<file path="src/sv/apc_pkg.sv">
// ----------------------------------------------------------------------------
// apc_pkg: shared types and constants of the adaptive pendulum controller
// Register indexes, estimate resets, sine constants and the sequencer state.
// ----------------------------------------------------------------------------
`default_nettype none
package apc_pkg;

  localparam int SineTableBits = 10;

  localparam logic [2:0] REG_LAMBDA  = 3'd0;
  localparam logic [2:0] REG_SLIDING = 3'd1;
  localparam logic [2:0] REG_GAIN_I  = 3'd2;
  localparam logic [2:0] REG_GAIN_D  = 3'd3;
  localparam logic [2:0] REG_GAIN_G  = 3'd4;
  localparam logic [2:0] REG_STEP    = 3'd5;

  localparam logic signed [47:0] INERTIA_RESET = 48'sd6442450944;
  localparam logic signed [47:0] DAMPING_RESET = 48'sd858993459;
  localparam logic signed [47:0] GRAVITY_RESET = 48'sd17179869184;

  localparam logic [31:0] INV_TWO_PI_Q32 = 32'd683565276;
  localparam logic [31:0] HALF_PI_Q31    = 32'd3373259426;
  localparam logic [30:0] ONE_Q30        = 31'd1073741824;

  // Sequencer states: one shared multiply per state, with steps that need no multiply in between
  typedef enum logic [4:0] {
    ST_IDLE, ST_ERR,
    ST_DQR, ST_DDQR, ST_SIG,
    ST_PH, ST_X, ST_X2, ST_T1, ST_T2, ST_T3, ST_Y,
    ST_TAU1, ST_TAU2, ST_TAU3, ST_TAU4,
    ST_G, ST_GS, ST_D, ST_UPD,
    ST_OUT
  } state_t;

  typedef struct packed {
    logic start;
    logic signed [63:0] a;
    logic signed [63:0] b;
  } mul_req_t;

endpackage
`default_nettype wire

</file>
<file path="src/sv/apc_mul.sv">
// ----------------------------------------------------------------------------
// apc_mul: shared signed multiplier
// Forms a full 128 bit signed product of two 64 bit operands from eight
// 32 x 16 bit partial products, accumulated in a register.
// ----------------------------------------------------------------------------
`default_nettype none
module apc_mul
  import apc_pkg::*;
(
  input  wire logic           clk,
  input  wire logic           rst,
  input  wire mul_req_t       req,
  output logic                done,
  output logic signed [127:0] prod
);

  logic [63:0] ua, ub;
  logic [127:0] acc;
  logic [4:0] cnt;
  logic busy;
  logic neg;
  logic [31:0] a_word;
  logic [15:0] b_part;
  logic [47:0] pp;
  logic [6:0] sh;

  // operand magnitudes are taken so that unsigned partials suffice
  assign a_word = cnt[3] ? ua[63:32] : ua[31:0];
  assign b_part = ub[16*cnt[1:0] +: 16];
  assign pp = 48'(a_word) * 48'(b_part);
  assign sh = {cnt[3], 5'd0} + {cnt[1:0], 4'd0};

  always_ff @(posedge clk) begin
    if (rst) begin
      busy <= 1'b0;
      cnt  <= '0;
      done <= 1'b0;
    end else begin
      done <= 1'b0;
      if (req.start) begin
        busy <= 1'b1;
        cnt  <= '0;
      end else if (busy) begin
        cnt <= cnt + 5'd1;
        if (cnt == 5'd15) begin
          busy <= 1'b0;
          done <= 1'b1;
        end
      end
    end
  end

  // skip index bit 2: loops a-word (bit3) over four b-digits (bits 1:0)
  always_ff @(posedge clk) begin
    if (req.start) begin
      ua   <= req.a[63] ? 64'(-req.a) : req.a;
      ub   <= req.b[63] ? 64'(-req.b) : req.b;
      neg  <= req.a[63] ^ req.b[63];
      acc  <= '0;
    end else if (busy && !cnt[2]) begin
      acc <= acc + (128'(pp) << sh);
    end
  end

  assign prod = neg ? -$signed(acc) : $signed(acc);

endmodule
`default_nettype wire

</file>
<file path="config.mk">
export PLATFORM = sky130hd
export DESIGN_NAME = apc_mul
export DESIGN_NICKNAME = d
export VERILOG_FILES = /design/src/sv/apc_pkg.sv /design/src/sv/apc_mul.sv
export SDC_FILE = /design/constraint.sdc
export NUM_CORES = 2
export LEC_CHECK = 0
export BUFFER_PORTS_ARGS = -buffer_cell sky130_fd_sc_hd__buf_4
export CORE_MARGIN = 10
export CORE_UTILIZATION = 45
export CTS_CLUSTER_SIZE = 25
export DETAILED_ROUTE_END_ITERATION = 7
export PLACE_DENSITY_LB_ADDON = 0.1
export RECOVER_POWER = 50
export SETUP_SLACK_MARGIN = 0.5
export SLEW_MARGIN = 20
export SYNTH_ARGS = -nofsm -noshare
export SYNTH_HDL_FRONTEND = slang
export SYNTH_SLANG_ARGS = --single-unit
</file>
<file path="constraint.sdc">
create_clock -name clk -period 15.6 [get_ports clk]
set_input_delay 2.34 -clock clk [delete_from_list [all_inputs] [get_ports clk]]
set_output_delay 2.34 -clock clk [all_outputs]
set_load 0.05 [all_outputs]
</file>
==> impl_metrics.env <==
export IMPL_status="finished, violations left"
export IMPL_violations="max-capacitance violations, max-slew violations"
export IMPL_rsz0062_at_grt="no"
export IMPL_cp_arrival_ns=14.18
export IMPL_relSlewSlack_pct=-141.0
export IMPL_core_area_mm2=0.08851
export IMPL_wl_met3_um=10830
export IMPL_crit_required_ns=16.14
export IMPL_hold_viol=0
export IMPL_gr_usage_all_layers_pct=27.48
export IMPL_finalSetupTns_ns=0
export IMPL_dieArea_mm2=0.1017
export IMPL_dieHeight_um=318.9
export IMPL_rrSetupSlack_ns=1.96
export IMPL_routed_wl_um=143900
export IMPL_synth_area_mm2=0.04020
export IMPL_ys_types=86
export IMPL_syn2layout_area_growth_pct=9.222
export IMPL_yosysWarnings=0
export IMPL_start_util_pct=45.42
export IMPL_setup_viol=0
export IMPL_cp_max_fo=22
export IMPL_wl_per_cell_um=22.97
export IMPL_cts_buffers=31
export IMPL_dieWidth_um=318.9
export IMPL_ys_ff_latch=264
export IMPL_crit_top_cell="fa_1"
export IMPL_tightestPinTransition_ns=3.615
export IMPL_grt_first_pass_wirelength_um=220100
export IMPL_met2WireLength_um=65170
export IMPL_yosys_area_top_type="fa_1"
export IMPL_rr_worst_depth=40
export IMPL_wl_met1_um=63480
export IMPL_gp_congestion=0.9991
export IMPL_nets=5875
export IMPL_final_antenna_net_count=0
export IMPL_ys_flop_type="dfxtp_1"
export IMPL_netlist_area_leader_share_pct=20.87
export IMPL_num_io_pins=260
export IMPL_ys_top_cells_by_count="nand2_1 (769), inv_1 (523), fa_1 (419), nor2_1 (399), a21oi_1 (346)"
export IMPL_htree_levels=1
export IMPL_post_cts_setup_buffers=0
export IMPL_avgSynthCellArea_um2=8.064
export IMPL_crit_path_top_delay_cell="a2111oi_0"
export IMPL_period_minus_slack_ns=13.64
export IMPL_synth_edf_count=129
export IMPL_cts_tree="built"
export IMPL_cts_resized=0
export IMPL_crit_path_start="cnt[1]$_SDFFE_PP0P_"
export IMPL_max_stage_delay_ns=0.93
export IMPL_drv_slew=491
export IMPL_route_detailed_drc=0
export IMPL_io_buffers=259
export IMPL_synth_cells=4985
export IMPL_clock_root_buffer="clkbuf_16"
export IMPL_setup_worst_path_end_class="register"
export IMPL_clkTransAtPathRegs_ns=0.07
export IMPL_grt_max_degree=87
export IMPL_path_class="reg2reg"
export IMPL_hpwlAfterDp_um=118800
export IMPL_fmax_mhz=73.32
export IMPL_grt_pass1_vias=35580
export IMPL_syn_nets=5788
export IMPL_rows=109
export IMPL_grt_ovfl_total=0
export IMPL_num_vias=36620
export IMPL_viasPerCell=5.845
export IMPL_async_flop_share_pct=0
export IMPL_cp_start_kind="register"
export IMPL_finalCritPeriodShare_pct=87.42
export IMPL_yosysMostFrequentCell="nand2_1"
export IMPL_worst_skew_pair_late_latency_ns=0.65
export IMPL_ys_seq_area_share_pct=16.36
export IMPL_rr_startpoint="cnt[1]$_SDFFE_PP0P_"
export IMPL_cap_violations=8
export IMPL_finClkSkew_ns=0.02109
export IMPL_route_top_layer_used="met5"
export IMPL_drt_initial_drc_count=3424
export IMPL_antenna_found_initial=8
export IMPL_firstDrtPassIters=8
export IMPL_endpoint="acc[127]$_SDFFE_PP0P_"
export IMPL_clock_path_buffers=3
export IMPL_drive_above_1_share_pct=8.319
export IMPL_holdBufCountCts=0
export IMPL_r2r_end="acc[127]$_SDFFE_PP0P_"
export IMPL_synth_area_leaders="fa_1 (21%), edfxtp_1 (9.6%), ha_1 (7.9%)"
export IMPL_hp_class="reg2reg"
export IMPL_numClockSinks=264
## cell usage in the layout (no fill, tap or decap), types with 18 or more instances in the layout
master	count
a21oi_1	346
clkbuf_1	33
mux2i_1	46
o21bai_1	43
xnor2_1	332
mux2_2	32
edfxtp_1	129
o41ai_1	40
inv_1	523
or2_2	23
and3_1	23
dfxtp_1	133
nor2b_1	22
or3_1	51
ha_1	253
nor2_1	398
a21o_1	116
nor4_1	27
or4_1	35
o21a_1	24
clkbuf_16	31
o21ai_0	269
o22ai_1	23
fa_1	419
nand3_1	40
nor3_1	50
xor2_1	77
nand2_1	769
a31oi_1	18
o31ai_1	96
buf_4	265
and2_1	86
nand2b_1	32
nand4_1	80
## metal layers
layer	vias up	GRT usage [%]
li1	17020	-
met1	18080	37.81
met2	1293	43.86
met3	215	5.041
met4	6	7.525
met5	-	0
## per-stage QoR
stage	worst slack, ns	std cells	hold slack (ns)	instance area [um2]	util [%]
2_1_floorplan	4.335	4985	0.4667	40200	-
3_3_place_gp	2.165	6203	0.4801	43020	48.60
3_5_place_dp	2.439	6204	0.4984	43030	48.62
4_1_cts	2.331	6262	0.5129	44090	49.81
5_1_grt	1.439	6262	0.5254	43900	49.60
6_report	1.962	6265	0.5148	43910	49.61
## worst max-delay path, delay by kind of cell (launching register included)
kind	cells	cell delay, ns
flip-flops	1	0.40
AND/OR/NAND/NOR	5	1.23
AO/OA/AOI/OAI	15	5.38
multiplexers	4	1.10
adder cells (fa/ha/maj)	8	3.89
XOR/XNOR	1	0.56
buffers and inverters	7	0.95
## state kept, by name (all words and copies together), names as in the netlist
name,count
done,1
neg,1
acc,128
cnt,5
busy,1
ub,64
ua,64
## worst min path at each step
stage,from,to,slack (ns),cells after the start
2_1_floorplan,acc[0]$_SDFFE_PP0P_,acc[0]$_SDFFE_PP0P_,0.47,2
3_3_place_gp,cnt[4]$_SDFFE_PP0P_,cnt[4]$_SDFFE_PP0P_,0.48,2
3_5_place_dp,cnt[4]$_SDFFE_PP0P_,cnt[4]$_SDFFE_PP0P_,0.50,2
4_1_cts,cnt[4]$_SDFFE_PP0P_,cnt[4]$_SDFFE_PP0P_,0.51,2
5_1_grt,cnt[4]$_SDFFE_PP0P_,cnt[4]$_SDFFE_PP0P_,0.53,2
6_report,cnt[4]$_SDFFE_PP0P_,cnt[4]$_SDFFE_PP0P_,0.51,2
## kinds of logic after synthesis
kind of cell / share of synthesized area, %
AND/OR/NAND/NOR: 18.88
AO/OA/AOI/OAI: 17.04
buffers and inverters: 7.240
adder cells (fa/ha/maj): 28.74
XOR/XNOR: 8.911
flip-flops: 16.36
multiplexers: 2.826
## layout make-up
type	count	area, um2
Inverter	527	1978
Tap cell	1165	1458
Clock inverter	23	250.2
Multi-Input combinational cell	3948	30700
Fill cell	8830	44600
Antenna cell	3	7.507
Clock buffer	35	804.5
Timing Repair Buffer	300	2126
Sequential cell	264	6581
Power is not shown: default switching activity piles up to over one toggle a cycle in this logic, so the estimate is an artifact.
